==> src/rtl/ffra_pkg.sv <==
// Shared types, codes and helpers of the first-fit range allocator.
// Depends on nothing; every other file of the block uses it.
`default_nettype none
package ffra_pkg;

  localparam int START_W = 19;
  localparam int LEN_W   = 20;
  localparam int CMD_W   = 5;

  localparam logic [LEN_W-1:0] PAGE_CAP    = 20'd524288;
  localparam logic [LEN_W-1:0] PAGES_RESET = 20'd32768;

  // Result status codes
  localparam logic [2:0] ST_OK       = 3'd0;
  localparam logic [2:0] ST_NO_FIT   = 3'd1;
  localparam logic [2:0] ST_LIST_FULL = 3'd2;
  localparam logic [2:0] ST_DISABLED = 3'd3;
  localparam logic [2:0] ST_ZERO_LEN = 3'd4;

  // Item kinds
  localparam logic KIND_ALLOC = 1'b0;
  localparam logic KIND_FREE  = 1'b1;

  // Configuration register indexes
  localparam logic REG_ENABLE = 1'b0;
  localparam logic REG_PAGES  = 1'b1;

  // Datapath micro-operations
  localparam logic [CMD_W-1:0] OP_NOP        = 5'd0;
  localparam logic [CMD_W-1:0] OP_LOAD       = 5'd1;
  localparam logic [CMD_W-1:0] OP_RD_IDX     = 5'd2;
  localparam logic [CMD_W-1:0] OP_A_SHRINK   = 5'd3;
  localparam logic [CMD_W-1:0] OP_A_EXACT    = 5'd4;
  localparam logic [CMD_W-1:0] OP_IDX_INC    = 5'd5;
  localparam logic [CMD_W-1:0] OP_F_PREV     = 5'd6;
  localparam logic [CMD_W-1:0] OP_F_CUR      = 5'd7;
  localparam logic [CMD_W-1:0] OP_J_BOTH     = 5'd8;
  localparam logic [CMD_W-1:0] OP_J_PREV     = 5'd9;
  localparam logic [CMD_W-1:0] OP_J_NEXT     = 5'd10;
  localparam logic [CMD_W-1:0] OP_INS_START  = 5'd11;
  localparam logic [CMD_W-1:0] OP_RD_IDX1    = 5'd12;
  localparam logic [CMD_W-1:0] OP_E_WR       = 5'd13;
  localparam logic [CMD_W-1:0] OP_E_DONE     = 5'd14;
  localparam logic [CMD_W-1:0] OP_RD_JDXM1   = 5'd15;
  localparam logic [CMD_W-1:0] OP_I_WR       = 5'd16;
  localparam logic [CMD_W-1:0] OP_I_DONE     = 5'd17;

  typedef struct packed {
    logic [START_W-1:0] start;
    logic [LEN_W-1:0]   len;
  } range_t;

  typedef struct packed {
    logic [CMD_W-1:0] op;
    logic             out_load;
  } dp_cmd_t;

  typedef struct packed {
    logic init_busy;
    logic enable;
    logic kind;
    logic zero;
    logic idx_at_count;
    logic hit;
    logic exact;
    logic below;
    logic join_prev;
    logic join_next;
    logic full;
    logic e_last;
    logic i_last;
  } dp_stat_t;

  function automatic logic [LEN_W-1:0] sat_len(input logic [LEN_W+1:0] v);
    logic [LEN_W-1:0] r;
    if (v[LEN_W+1:LEN_W] != 2'b00) begin
      r = '1;
    end else begin
      r = v[LEN_W-1:0];
    end
    return r;
  endfunction

endpackage
`default_nettype wire

==> src/rtl/ffra_regs.sv <==
// APB-style configuration registers of the range allocator.
// Depends on ffra_pkg for register indexes and reset values.
`default_nettype none
module ffra_regs (
  input  wire logic        clk,
  input  wire logic        rst_n,
  input  wire logic        psel,
  input  wire logic        penable,
  input  wire logic        pwrite,
  input  wire logic [2:0]  paddr,
  input  wire logic [31:0] pwdata,
  output logic [31:0]      prdata,
  output logic             pready,
  output logic             arena_enable,
  output logic [ffra_pkg::LEN_W-1:0] arena_pages,
  output logic             cfg_wr
);

  logic                        enable_r, enable_nxt;
  logic [ffra_pkg::LEN_W-1:0]  pages_r, pages_nxt;

  assign pready = 1'b1;
  assign cfg_wr = psel & penable & pwrite;

  always_comb begin
    enable_nxt = enable_r;
    pages_nxt  = pages_r;
    if (cfg_wr) begin
      unique case (paddr[2])
        ffra_pkg::REG_ENABLE: enable_nxt = pwdata[0];
        ffra_pkg::REG_PAGES:  pages_nxt  = pwdata[ffra_pkg::LEN_W-1:0];
        default: ;
      endcase
    end
  end

  always_ff @(posedge clk) begin
    if (!rst_n) begin
      enable_r <= 1'b1;
      pages_r  <= ffra_pkg::PAGES_RESET;
    end else begin
      enable_r <= enable_nxt;
      pages_r  <= pages_nxt;
    end
  end

  always_comb begin
    unique case (paddr[2])
      ffra_pkg::REG_ENABLE: prdata = {31'd0, enable_r};
      ffra_pkg::REG_PAGES:  prdata = {12'd0, pages_r};
      default:              prdata = '0;
    endcase
  end

  assign arena_enable = enable_r;
  assign arena_pages  = pages_r;

endmodule
`default_nettype wire

==> src/rtl/ffra_dp.sv <==
// Datapath of the range allocator: free-list memory, scan indexes, item and
// merge registers. Depends on ffra_pkg; driven by ffra_ctrl commands.
`default_nettype none
module ffra_dp #(
  parameter int FREE_SLOTS = 64
) (
  input  wire logic        clk,
  input  wire logic        rst_n,
  input  wire logic        cfg_wr,
  input  wire logic        arena_enable,
  input  wire logic [ffra_pkg::LEN_W-1:0]   arena_pages,
  input  wire logic        in_kind,
  input  wire logic [ffra_pkg::LEN_W-1:0]   in_page_count,
  input  wire logic [ffra_pkg::START_W-1:0] in_start_page,
  input  wire ffra_pkg::dp_cmd_t cmd,
  output ffra_pkg::dp_stat_t     stat,
  output logic [ffra_pkg::START_W-1:0]      out_granted_page
);

  localparam int AW = (FREE_SLOTS > 1) ? $clog2(FREE_SLOTS) : 1;
  localparam int CW = $clog2(FREE_SLOTS + 1);
  localparam logic [CW-1:0] SLOTS_C = CW'(FREE_SLOTS);

  ffra_pkg::range_t mem [FREE_SLOTS];
  ffra_pkg::range_t rd_q;

  logic [CW-1:0] count_r, count_nxt;
  logic [CW-1:0] idx_r, idx_nxt;
  logic [CW-1:0] jdx_r, jdx_nxt;
  ffra_pkg::range_t prev_r, prev_nxt;
  ffra_pkg::range_t cur_r, cur_nxt;
  logic prev_valid_r, prev_valid_nxt;
  logic has_next_r, has_next_nxt;
  logic init_pend_r, init_pend_nxt;
  logic kind_r, kind_nxt;
  logic [ffra_pkg::LEN_W-1:0]   need_r, need_nxt;
  logic [ffra_pkg::START_W-1:0] s_r, s_nxt;
  logic [ffra_pkg::START_W-1:0] granted_r, granted_nxt;
  logic [ffra_pkg::START_W-1:0] out_granted_r, out_granted_nxt;

  logic             rd_en, we;
  logic [AW-1:0]    rd_addr, wr_addr;
  ffra_pkg::range_t wr_data;

  logic [CW-1:0] idx_m1, idx_p1, jdx_m1;
  logic [ffra_pkg::LEN_W-1:0] pages_cap;
  logic [ffra_pkg::START_W-1:0] shrink_start;
  logic [ffra_pkg::LEN_W+1:0] merge_prev, merge_next, merge_both;
  logic [ffra_pkg::LEN_W:0]   prev_end, free_end;

  assign idx_m1 = idx_r - 1'b1;
  assign idx_p1 = idx_r + 1'b1;
  assign jdx_m1 = jdx_r - 1'b1;
  assign pages_cap = (arena_pages > ffra_pkg::PAGE_CAP) ? ffra_pkg::PAGE_CAP : arena_pages;
  assign shrink_start = rd_q.start + need_r[ffra_pkg::START_W-1:0];
  assign prev_end = {2'b00, prev_r.start} + {1'b0, prev_r.len};
  assign free_end = {2'b00, s_r} + {1'b0, need_r};
  assign merge_prev = {2'b00, prev_r.len} + {2'b00, need_r};
  assign merge_next = {2'b00, cur_r.len} + {2'b00, need_r};
  assign merge_both = merge_prev + {2'b00, cur_r.len};

  always_comb begin
    count_nxt       = count_r;
    idx_nxt         = idx_r;
    jdx_nxt         = jdx_r;
    prev_nxt        = prev_r;
    cur_nxt         = cur_r;
    prev_valid_nxt  = prev_valid_r;
    has_next_nxt    = has_next_r;
    init_pend_nxt   = init_pend_r;
    kind_nxt        = kind_r;
    need_nxt        = need_r;
    s_nxt           = s_r;
    granted_nxt     = granted_r;
    out_granted_nxt = out_granted_r;
    rd_en           = 1'b0;
    rd_addr         = idx_r[AW-1:0];
    we              = 1'b0;
    wr_addr         = idx_r[AW-1:0];
    wr_data         = rd_q;

    unique case (cmd.op)
      ffra_pkg::OP_NOP: ;
      ffra_pkg::OP_LOAD: begin
        kind_nxt       = in_kind;
        need_nxt       = in_page_count;
        s_nxt          = in_start_page;
        idx_nxt        = '0;
        prev_valid_nxt = 1'b0;
        has_next_nxt   = 1'b0;
        granted_nxt    = '0;
      end
      ffra_pkg::OP_RD_IDX: begin
        rd_en   = 1'b1;
        rd_addr = idx_r[AW-1:0];
      end
      ffra_pkg::OP_A_SHRINK: begin
        granted_nxt   = rd_q.start;
        we            = 1'b1;
        wr_addr       = idx_r[AW-1:0];
        wr_data.start = shrink_start;
        wr_data.len   = rd_q.len - need_r;
      end
      ffra_pkg::OP_A_EXACT:  granted_nxt = rd_q.start;
      ffra_pkg::OP_IDX_INC:  idx_nxt = idx_p1;
      ffra_pkg::OP_F_PREV: begin
        prev_nxt       = rd_q;
        prev_valid_nxt = 1'b1;
        idx_nxt        = idx_p1;
      end
      ffra_pkg::OP_F_CUR: begin
        cur_nxt      = rd_q;
        has_next_nxt = 1'b1;
      end
      ffra_pkg::OP_J_BOTH: begin
        we            = 1'b1;
        wr_addr       = idx_m1[AW-1:0];
        wr_data.start = prev_r.start;
        wr_data.len   = ffra_pkg::sat_len(merge_both);
      end
      ffra_pkg::OP_J_PREV: begin
        we            = 1'b1;
        wr_addr       = idx_m1[AW-1:0];
        wr_data.start = prev_r.start;
        wr_data.len   = ffra_pkg::sat_len(merge_prev);
      end
      ffra_pkg::OP_J_NEXT: begin
        we            = 1'b1;
        wr_addr       = idx_r[AW-1:0];
        wr_data.start = s_r;
        wr_data.len   = ffra_pkg::sat_len(merge_next);
      end
      ffra_pkg::OP_INS_START: jdx_nxt = count_r;
      ffra_pkg::OP_RD_IDX1: begin
        rd_en   = 1'b1;
        rd_addr = idx_p1[AW-1:0];
      end
      ffra_pkg::OP_E_WR: begin
        we      = 1'b1;
        wr_addr = idx_r[AW-1:0];
        wr_data = rd_q;
        idx_nxt = idx_p1;
      end
      ffra_pkg::OP_E_DONE: count_nxt = count_r - 1'b1;
      ffra_pkg::OP_RD_JDXM1: begin
        rd_en   = 1'b1;
        rd_addr = jdx_m1[AW-1:0];
      end
      ffra_pkg::OP_I_WR: begin
        we      = 1'b1;
        wr_addr = jdx_r[AW-1:0];
        wr_data = rd_q;
        jdx_nxt = jdx_m1;
      end
      ffra_pkg::OP_I_DONE: begin
        we            = 1'b1;
        wr_addr       = idx_r[AW-1:0];
        wr_data.start = s_r;
        wr_data.len   = need_r;
        count_nxt     = count_r + 1'b1;
      end
      default: ;
    endcase

    if (cmd.out_load) begin
      out_granted_nxt = granted_r;
    end

    // Rebuild the list as one arena-wide range (capped), or as an empty list when disabled or zero-sized
    if (init_pend_r) begin
      we            = 1'b1;
      wr_addr       = '0;
      wr_data.start = '0;
      wr_data.len   = pages_cap;
      count_nxt     = (arena_enable && pages_cap != '0) ? CW'(1) : '0;
      init_pend_nxt = 1'b0;
    end
    if (cfg_wr) begin
      init_pend_nxt = 1'b1;
    end
  end

  always_ff @(posedge clk) begin
    if (rd_en) begin
      rd_q <= mem[rd_addr];
    end
    if (we) begin
      mem[wr_addr] <= wr_data;
    end
  end

  always_ff @(posedge clk) begin
    if (!rst_n) begin
      count_r     <= CW'(1);
      init_pend_r <= 1'b1;
    end else begin
      count_r     <= count_nxt;
      init_pend_r <= init_pend_nxt;
    end
  end

  always_ff @(posedge clk) begin
    idx_r         <= idx_nxt;
    jdx_r         <= jdx_nxt;
    prev_r        <= prev_nxt;
    cur_r         <= cur_nxt;
    prev_valid_r  <= prev_valid_nxt;
    has_next_r    <= has_next_nxt;
    kind_r        <= kind_nxt;
    need_r        <= need_nxt;
    s_r           <= s_nxt;
    granted_r     <= granted_nxt;
    out_granted_r <= out_granted_nxt;
  end

  always_comb begin
    stat.init_busy    = init_pend_r;
    stat.enable       = arena_enable;
    stat.kind         = kind_r;
    stat.zero         = (need_r == '0);
    stat.idx_at_count = (idx_r == count_r);
    stat.hit          = (rd_q.len >= need_r);
    stat.exact        = (rd_q.len == need_r);
    stat.below        = (rd_q.start < s_r);
    stat.join_prev    = prev_valid_r && (prev_end == {2'b00, s_r});
    stat.join_next    = has_next_r && (free_end == {2'b00, cur_r.start});
    stat.full         = (count_r >= SLOTS_C);
    stat.e_last       = ({1'b0, idx_r} + 1'b1) >= {1'b0, count_r};
    stat.i_last       = (jdx_r == idx_r);
  end

  assign out_granted_page = out_granted_r;

endmodule
`default_nettype wire

==> src/rtl/ffra_ctrl.sv <==
// Sequencer of the range allocator: scan, merge, erase and insert steps,
// plus the result register handshake. Depends on ffra_pkg.
`default_nettype none
module ffra_ctrl (
  input  wire logic clk,
  input  wire logic rst_n,
  input  wire logic in_valid,
  output logic      in_ready,
  input  wire logic out_ready,
  output logic      out_valid,
  output logic [2:0] out_status,
  input  wire ffra_pkg::dp_stat_t stat,
  output ffra_pkg::dp_cmd_t       cmd
);

  localparam logic [3:0] S_IDLE  = 4'd0;
  localparam logic [3:0] S_START = 4'd1;
  localparam logic [3:0] S_A_RD  = 4'd2;
  localparam logic [3:0] S_A_CMP = 4'd3;
  localparam logic [3:0] S_F_RD  = 4'd4;
  localparam logic [3:0] S_F_CMP = 4'd5;
  localparam logic [3:0] S_F_DEC = 4'd6;
  localparam logic [3:0] S_E_RD  = 4'd7;
  localparam logic [3:0] S_E_WR  = 4'd8;
  localparam logic [3:0] S_I_RD  = 4'd9;
  localparam logic [3:0] S_I_WR  = 4'd10;
  localparam logic [3:0] S_DONE  = 4'd11;

  logic [3:0] state_r, state_nxt;
  logic [2:0] wst_r, wst_nxt;
  logic [2:0] out_status_r, out_status_nxt;
  logic       out_valid_r, out_valid_nxt;

  assign in_ready = (state_r == S_IDLE) && !stat.init_busy;

  always_comb begin
    state_nxt      = state_r;
    wst_nxt        = wst_r;
    out_status_nxt = out_status_r;
    out_valid_nxt  = out_valid_r;
    cmd.op         = ffra_pkg::OP_NOP;
    cmd.out_load   = 1'b0;

    if (out_valid_r && out_ready) begin
      out_valid_nxt = 1'b0;
    end

    unique case (state_r)
      S_IDLE: begin
        if (in_valid && in_ready) begin
          cmd.op    = ffra_pkg::OP_LOAD;
          wst_nxt   = ffra_pkg::ST_OK;
          state_nxt = S_START;
        end
      end
      S_START: begin
        if (!stat.enable) begin
          wst_nxt   = ffra_pkg::ST_DISABLED;
          state_nxt = S_DONE;
        end else if (stat.kind == ffra_pkg::KIND_ALLOC) begin
          state_nxt = S_A_RD;
        end else if (stat.zero) begin
          wst_nxt   = ffra_pkg::ST_ZERO_LEN;
          state_nxt = S_DONE;
        end else begin
          state_nxt = S_F_RD;
        end
      end
      S_A_RD: begin
        if (stat.idx_at_count) begin
          wst_nxt   = ffra_pkg::ST_NO_FIT;
          state_nxt = S_DONE;
        end else begin
          cmd.op    = ffra_pkg::OP_RD_IDX;
          state_nxt = S_A_CMP;
        end
      end
      S_A_CMP: begin
        if (!stat.hit) begin
          cmd.op    = ffra_pkg::OP_IDX_INC;
          state_nxt = S_A_RD;
        end else if (stat.exact) begin
          cmd.op    = ffra_pkg::OP_A_EXACT;
          state_nxt = S_E_RD;
        end else begin
          cmd.op    = ffra_pkg::OP_A_SHRINK;
          state_nxt = S_DONE;
        end
      end
      S_F_RD: begin
        if (stat.idx_at_count) begin
          state_nxt = S_F_DEC;
        end else begin
          cmd.op    = ffra_pkg::OP_RD_IDX;
          state_nxt = S_F_CMP;
        end
      end
      S_F_CMP: begin
        if (stat.below) begin
          cmd.op    = ffra_pkg::OP_F_PREV;
          state_nxt = S_F_RD;
        end else begin
          cmd.op    = ffra_pkg::OP_F_CUR;
          state_nxt = S_F_DEC;
        end
      end
      S_F_DEC: begin
        if (stat.join_prev && stat.join_next) begin
          cmd.op    = ffra_pkg::OP_J_BOTH;
          state_nxt = S_E_RD;
        end else if (stat.join_prev) begin
          cmd.op    = ffra_pkg::OP_J_PREV;
          state_nxt = S_DONE;
        end else if (stat.join_next) begin
          cmd.op    = ffra_pkg::OP_J_NEXT;
          state_nxt = S_DONE;
        end else if (stat.full) begin
          wst_nxt   = ffra_pkg::ST_LIST_FULL;
          state_nxt = S_DONE;
        end else begin
          cmd.op    = ffra_pkg::OP_INS_START;
          state_nxt = S_I_RD;
        end
      end
      S_E_RD: begin
        if (stat.e_last) begin
          cmd.op    = ffra_pkg::OP_E_DONE;
          state_nxt = S_DONE;
        end else begin
          cmd.op    = ffra_pkg::OP_RD_IDX1;
          state_nxt = S_E_WR;
        end
      end
      S_E_WR: begin
        cmd.op    = ffra_pkg::OP_E_WR;
        state_nxt = S_E_RD;
      end
      S_I_RD: begin
        if (stat.i_last) begin
          cmd.op    = ffra_pkg::OP_I_DONE;
          state_nxt = S_DONE;
        end else begin
          cmd.op    = ffra_pkg::OP_RD_JDXM1;
          state_nxt = S_I_WR;
        end
      end
      S_I_WR: begin
        cmd.op    = ffra_pkg::OP_I_WR;
        state_nxt = S_I_RD;
      end
      S_DONE: begin
        // Hold until the result register is free
        if (!out_valid_r || out_ready) begin
          cmd.out_load   = 1'b1;
          out_status_nxt = wst_r;
          out_valid_nxt  = 1'b1;
          state_nxt      = S_IDLE;
        end
      end
      default: state_nxt = S_IDLE;
    endcase
  end

  always_ff @(posedge clk) begin
    if (!rst_n) begin
      state_r     <= S_IDLE;
      out_valid_r <= 1'b0;
    end else begin
      state_r     <= state_nxt;
      out_valid_r <= out_valid_nxt;
    end
  end

  always_ff @(posedge clk) begin
    wst_r        <= wst_nxt;
    out_status_r <= out_status_nxt;
  end

  assign out_valid  = out_valid_r;
  assign out_status = out_status_r;

endmodule
`default_nettype wire

==> src/rtl/first_fit_range_allocator.sv <==
// First-fit page-range allocator with a coalescing, address-ordered free
// list of FREE_SLOTS ranges kept in a single-port-write, registered-read
// memory. An alloc transaction (kind 0) scans from the lowest range for the
// first one at least page_count long, shrinks it from the front or removes
// it on an exact fit, and returns its old start; a free transaction (kind 1)
// finds its place in address order, merges with the touching neighbours and
// otherwise opens a new slot (status list_full when none is left). One item
// is worked on at a time; its cost grows with each range scanned and each
// range moved by an erase or insert, and the memory's one read port and its
// read register set the cost per range. A result waits in an output
// register, and the next transaction is accepted while it waits. After reset
// and after every configuration write the list is rebuilt, and in_ready
// stays low while the rebuild is pending.
// Depends on ffra_pkg, ffra_regs, ffra_dp and ffra_ctrl.
`default_nettype none
module first_fit_range_allocator #(
  parameter int FREE_SLOTS = 64
) (
  input  wire logic        clk,
  input  wire logic        rst_n,
  // input transactions
  input  wire logic        in_valid,
  output logic             in_ready,
  input  wire logic        in_kind,
  input  wire logic [19:0] in_page_count,
  input  wire logic [18:0] in_start_page,
  // result transactions
  output logic             out_valid,
  input  wire logic        out_ready,
  output logic [2:0]       out_status,
  output logic [18:0]      out_granted_page,
  // configuration port
  input  wire logic        psel,
  input  wire logic        penable,
  input  wire logic        pwrite,
  input  wire logic [2:0]  paddr,
  input  wire logic [31:0] pwdata,
  output logic [31:0]      prdata,
  output logic             pready
);

  logic                       arena_enable;
  logic [ffra_pkg::LEN_W-1:0] arena_pages;
  logic                       cfg_wr;
  ffra_pkg::dp_cmd_t          cmd;
  ffra_pkg::dp_stat_t         stat;

  // Register file: a write also requests a list rebuild
  ffra_regs u_regs (
    .clk          (clk),
    .rst_n        (rst_n),
    .psel         (psel),
    .penable      (penable),
    .pwrite       (pwrite),
    .paddr        (paddr),
    .pwdata       (pwdata),
    .prdata       (prdata),
    .pready       (pready),
    .arena_enable (arena_enable),
    .arena_pages  (arena_pages),
    .cfg_wr       (cfg_wr)
  );

  // Sequencer: steps the datapath and owns the result handshake
  ffra_ctrl u_ctrl (
    .clk        (clk),
    .rst_n      (rst_n),
    .in_valid   (in_valid),
    .in_ready   (in_ready),
    .out_ready  (out_ready),
    .out_valid  (out_valid),
    .out_status (out_status),
    .stat       (stat),
    .cmd        (cmd)
  );

  // Datapath: free-list memory, indexes and merge arithmetic
  ffra_dp #(
    .FREE_SLOTS (FREE_SLOTS)
  ) u_dp (
    .clk              (clk),
    .rst_n            (rst_n),
    .cfg_wr           (cfg_wr),
    .arena_enable     (arena_enable),
    .arena_pages      (arena_pages),
    .in_kind          (in_kind),
    .in_page_count    (in_page_count),
    .in_start_page    (in_start_page),
    .cmd              (cmd),
    .stat             (stat),
    .out_granted_page (out_granted_page)
  );

endmodule
`default_nettype wire

==> config.mk <==
export PLATFORM = sky130hd
export DESIGN_NAME = first_fit_range_allocator
export DESIGN_NICKNAME = d
export VERILOG_FILES = /design/src/rtl/ffra_pkg.sv /design/src/rtl/ffra_regs.sv /design/src/rtl/ffra_dp.sv /design/src/rtl/ffra_ctrl.sv /design/src/rtl/first_fit_range_allocator.sv
export SDC_FILE = /design/constraint.sdc
export NUM_CORES = 2
export LEC_CHECK = 0
export BUFFER_PORTS_ARGS = -buffer_cell sky130_fd_sc_hd__clkbuf_2
export CAP_MARGIN = 20
export CORE_MARGIN = 5
export CORE_UTILIZATION = 57
export CTS_CLUSTER_DIAMETER = 40
export CTS_CLUSTER_SIZE = 20
export DETAILED_ROUTE_END_ITERATION = 8
export GPL_ROUTABILITY_DRIVEN = 1
export GPL_TIMING_DRIVEN = 1
export HOLD_SLACK_MARGIN = 0.15
export PLACE_DENSITY = 0.76
export SYNTH_ARGS = -nofsm -noshare
export SYNTH_HDL_FRONTEND = slang
export SYNTH_HIERARCHICAL = 1
export SYNTH_SLANG_ARGS = --single-unit
==> constraint.sdc <==
create_clock -name clk -period 10.62 [get_ports clk]
set_clock_uncertainty 0.15 [all_clocks]
set_input_delay 1.593 -clock clk [delete_from_list [all_inputs] [get_ports clk]]
set_output_delay 1.593 -clock clk [all_outputs]
set_load 0.03 [all_outputs]
==> flow_results.org <==
** Outcome
- The flow ran to the end, and the final reports show no timing, DRC or antenna violations.

** Route
- Post-route ant nets :: 0
- Total iterations of the first detailed-routing run :: 9
- Vias after detailed routing :: 80990
- For this run, design rule violations remaining after detail routing come to 0.
- For this block, the initial DRC count from the detailed router was 10690.
- Routed len/inst :: 26.78 um
- Summed over all layers, the routed wires come to 329600 um.
- Detail-routed via count per cell :: 6.581

** Pwr
- Power spread over the standard cell area amounts to 274.2 nW/um^2.
- Static Leakage :: 46.59 nW
- Peak supply drop :: 0.1776 mV

** Layout
- Highest-count cells in the layout ignoring fill and taps :: sky130_fd_sc_hd__edfxtp_1, sky130_fd_sc_hd__nand2_1, sky130_fd_sc_hd__a311oi_1
- Compared with the post-synthesis result, the final layout area differs by 14.93%.
- Post-route core utilization :: 0.6575
- Count of fill cells added during filler insertion :: 13700
- Final nets :: 9607
- In the final layout, the share of cells above drive strength 1 is 0.1313.
- The library cell used most frequently in the layout, excluding fill and tap cells, is sky130_fd_sc_hd__edfxtp_1.

** STA
- Hold is met by 0.2634 ns.
- Final critical delay including setup and external delays :: 9.397 ns
- Number of max-slew violations in the final report :: 0
- Setup repair after global routing missed its margin :: no
- Final-report setup violation count :: 0
- Least-Margin Pin Slew :: 1.085 ns
- Dividing the final minimum period by the clock period gives 0.8848.
- Hold violation total from the final report :: 0
- In this run the tightest slew margin relative to its limit is 0.2765.
- Summed over all failing endpoints, the final setup total negative slack is 0 ns.
- For this run, the top clock speed supported by timing is 106.4 MHz.

** Worst setup path
- For the worst setup path, the data arrival time is 9.85 ns.
- Data required time of the worst path :: 11.07 ns
- Worst Setup Path Type :: reg2reg
- Crit Path Max Fanout :: 24
- The worst setup path is captured at a register.
- Critical path startpoint category :: register

** Synth
- In this run, synthesis inferred 2713 flip-flops with an integrated enable.
- Of the post-synthesis cell area, the dominant cell type holds 0.6884.
- During synthesis, Yosys emitted a total of 6 warnings.
- Top_reg_cell synth :: sky130_fd_sc_hd__edfxtp_1
- In this run the cell area of the synthesized design comes to 118300 sq um.
- Ys async rst share :: 0
- Yosys mapped the design onto 90 distinct sky130hd cell types.
- Number of standard cells after synthesis :: 9117
- Total of flip-flops plus latches after synthesis :: 2747
- Dividing the synthesized area by the synthesized cell count gives 12.98 sq um.
- Of all cell types, the one taking the most synthesized area is sky130_fd_sc_hd__edfxtp_1.
- Sequential-to-total area share from yosys stat :: 0.6941
- By area the synthesized netlist is led by sky130_fd_sc_hd__edfxtp_1, sky130_fd_sc_hd__nand2_1, sky130_fd_sc_hd__a311oi_1.

** CTS
- Clock sinks :: 2747
- Post-cts sizing count :: 0
- H-tree Lvls :: 5
- Buffers inserted during clock tree synthesis total 330.
- TritonCTS clock tree :: yes
- Once the clock tree was built, the setup fixing pass inserted 0 buffers.
- The tree is rooted in a sky130_fd_sc_hd__clkbuf_16.
- Clock transition at the registers of the reported paths :: 0.06 ns
- The clock reaches the later pin of the worst-skew pair after 0.96 ns.
- Clock buffer depth :: 4
- In this run, post-CTS hold repair placed 0 buffers.

** Floorplan
- Initial core utilization :: 0.5721
- Die area :: 216800 sq um
- After floorplanning, the core was sized to cover 206900 sq um.
- For this design the top-level I/O count stands at 139.
- Number of rows created at floorplan :: 167
- DIE HEIGHT :: 465.7 um
- Measured along the x axis, the die boundary spans 465.7 um.

** Placement
- Last weighted congestion value of the routability-driven placer :: 0.9454
- The HPWL after detailed placement is 194400 um.
- Port bufs :: 111

** GRT
- For this run the aggregate overflow at the end of global routing stands at 0.
- Entering global routing, the biggest net connects 100 pins.
- Via count of the first global-routing pass :: 78910
- Across every metal layer, demand over resource in global routing totals 0.2966.
- Initial antenna violation count :: 23
- Wire length of the first global-routing pass :: 486800 um

** Job
- Max-cap violations in this run came to 0.

** Hold path
- The tightest min-delay check is of the reg2reg type.
-- area by class of cell --
type | count | area [sq um] | share of cell area
clock inverters | 223 | 2534 | 0.01863
well taps | 2704 | 3383 | 0.02487
clock buffers | 363 | 8541 | 0.06279
diodes | 3 | 7.507 | 0.00005519
inverters | 100 | 375.4 | 0.002760
multi-input cells | 5643 | 34090 | 0.2506
repair buffers | 525 | 4937 | 0.03630
flip-flops and latches | 2747 | 82150 | 0.6040
-- cells in the mapped netlist (all sizes together) (7+ instances only) --
master / count
edfxtp: 2713
nand2: 2051
a211oi: 486
a311oi: 472
clkbuf: 441
nand3: 363
and2: 362
nor3: 202
buf: 197
and3: 189
nor2: 189
a31oi: 173
ha: 170
a21oi: 150
o21ai: 133
xnor2: 105
inv: 100
xor2: 55
a21o: 51
or4: 49
nor2b: 42
nand2b: 40
dfxtp: 34
mux2i: 30
a221oi: 23
a222oi: 22
nor4: 21
o21a: 20
nand4: 17
o21bai: 15
o31ai: 15
or2: 15
o211ai: 13
or3: 10
a22oi: 9
a32oi: 9
nand3b: 9
nor3b: 9
o22ai: 9
fa: 8
a2111oi: 7
a211o: 7
a21boi: 7
-- path summary, 6_finish.rpt --
check,start,to,slack (ns),cells after the start
worst max-delay path,u_dp/need_r[5],u_dp/mem[30][24],1.22,22
worst min-delay path,u_ctrl/wst_r[2],u_ctrl/out_status[2],0.26,0
worst min register to register,u_ctrl/wst_r[2],u_ctrl/out_status[2],0.26,0
worst max register to register,u_dp/need_r[5],u_dp/mem[30][24],1.22,22
-- power breakdown --
group | internal, W | total (W) | switching (W)
logic | 0.00379 | 0.0119 | 0.00811
registers | 0.0136 | 0.0141 | 0.000530
clock network | 0.00668 | 0.0113 | 0.00463
total | 0.0240 | 0.0373 | 0.0133
-- layer usage --
metal | track usage | wire [um]
met4 | 0.1142 | 12700
met3 | 0.06540 | 39950
met1 | 0.3973 | 121400
met2 | 0.4796 | 155600
met5 | 0 | 57
-- sequential cells by signal, summed over array words and instances, names as in the netlist, 3 cells and up --
register and flops:
u_dp/prev_r 39, u_ctrl/state_r 4, u_dp/granted_r 19, u_dp/out_granted_page 19, u_dp/idx_r 7, u_dp/count_r 7
u_dp/jdx_r 7, u_ctrl/wst_r 3, u_dp/need_r 20, u_dp/rd_q 39, u_dp/mem 2496, u_dp/cur_r 39
u_ctrl/out_status 3, u_dp/s_r 19, u_regs/arena_pages 20
-- stage by stage --
step / setup slack (ns) / cells / cell area [sq um] / power, W
finish: 1.223 / 12310 / 136000 / 0.03730
global route: 0.8361 / 12310 / 136000 / 0.03870
floorplan: 1.387 / 9128 / 118400 / 0.02148
global placement: 1.468 / 11720 / 124900 / 0.02548
detailed placement: 1.417 / 11720 / 124900 / 0.02580
CTS: 1.370 / 12300 / 136000 / 0.03711
-- worst max-delay path: stages (launching register included) --
cell and delay, ns:
sky130_fd_sc_hd__edfxtp_1 0.84, sky130_fd_sc_hd__inv_1 0.11, sky130_fd_sc_hd__ha_1 0.39, sky130_fd_sc_hd__and3_1 0.18
sky130_fd_sc_hd__a221oi_1 0.75, sky130_fd_sc_hd__o211ai_1 0.31, sky130_fd_sc_hd__a221oi_1 0.66, sky130_fd_sc_hd__o2bb2ai_1 0.28
sky130_fd_sc_hd__o21ai_0 0.35, sky130_fd_sc_hd__nand2b_1 0.24, sky130_fd_sc_hd__a211oi_1 0.09, sky130_fd_sc_hd__a31oi_1 0.18
sky130_fd_sc_hd__o21ai_1 0.34, sky130_fd_sc_hd__nor2b_1 0.29, sky130_fd_sc_hd__nand2_1 0.10, sky130_fd_sc_hd__nor2_1 0.45
sky130_fd_sc_hd__nor2_1 0.19, sky130_fd_sc_hd__a221oi_1 0.85, sky130_fd_sc_hd__nor2b_1 0.34, sky130_fd_sc_hd__nor2b_1 0.22
sky130_fd_sc_hd__nand2_1 0.55, sky130_fd_sc_hd__nor2_4 0.82, sky130_fd_sc_hd__buf_12 0.31
-- cell families after synthesis --
logic type      Yosys count  share of synthesized area
other cells               2                 0.00006346
compound gates         1673                     0.1069
xor+xnor                160                    0.01184
buf+inv                 738                    0.02734
mux                      36                   0.003140
fa+ha+maj               178                    0.01933
simple gates           3583                     0.1372
flops                  2747                     0.6941
No activity file was read; power rests on OpenSTA's default activity.
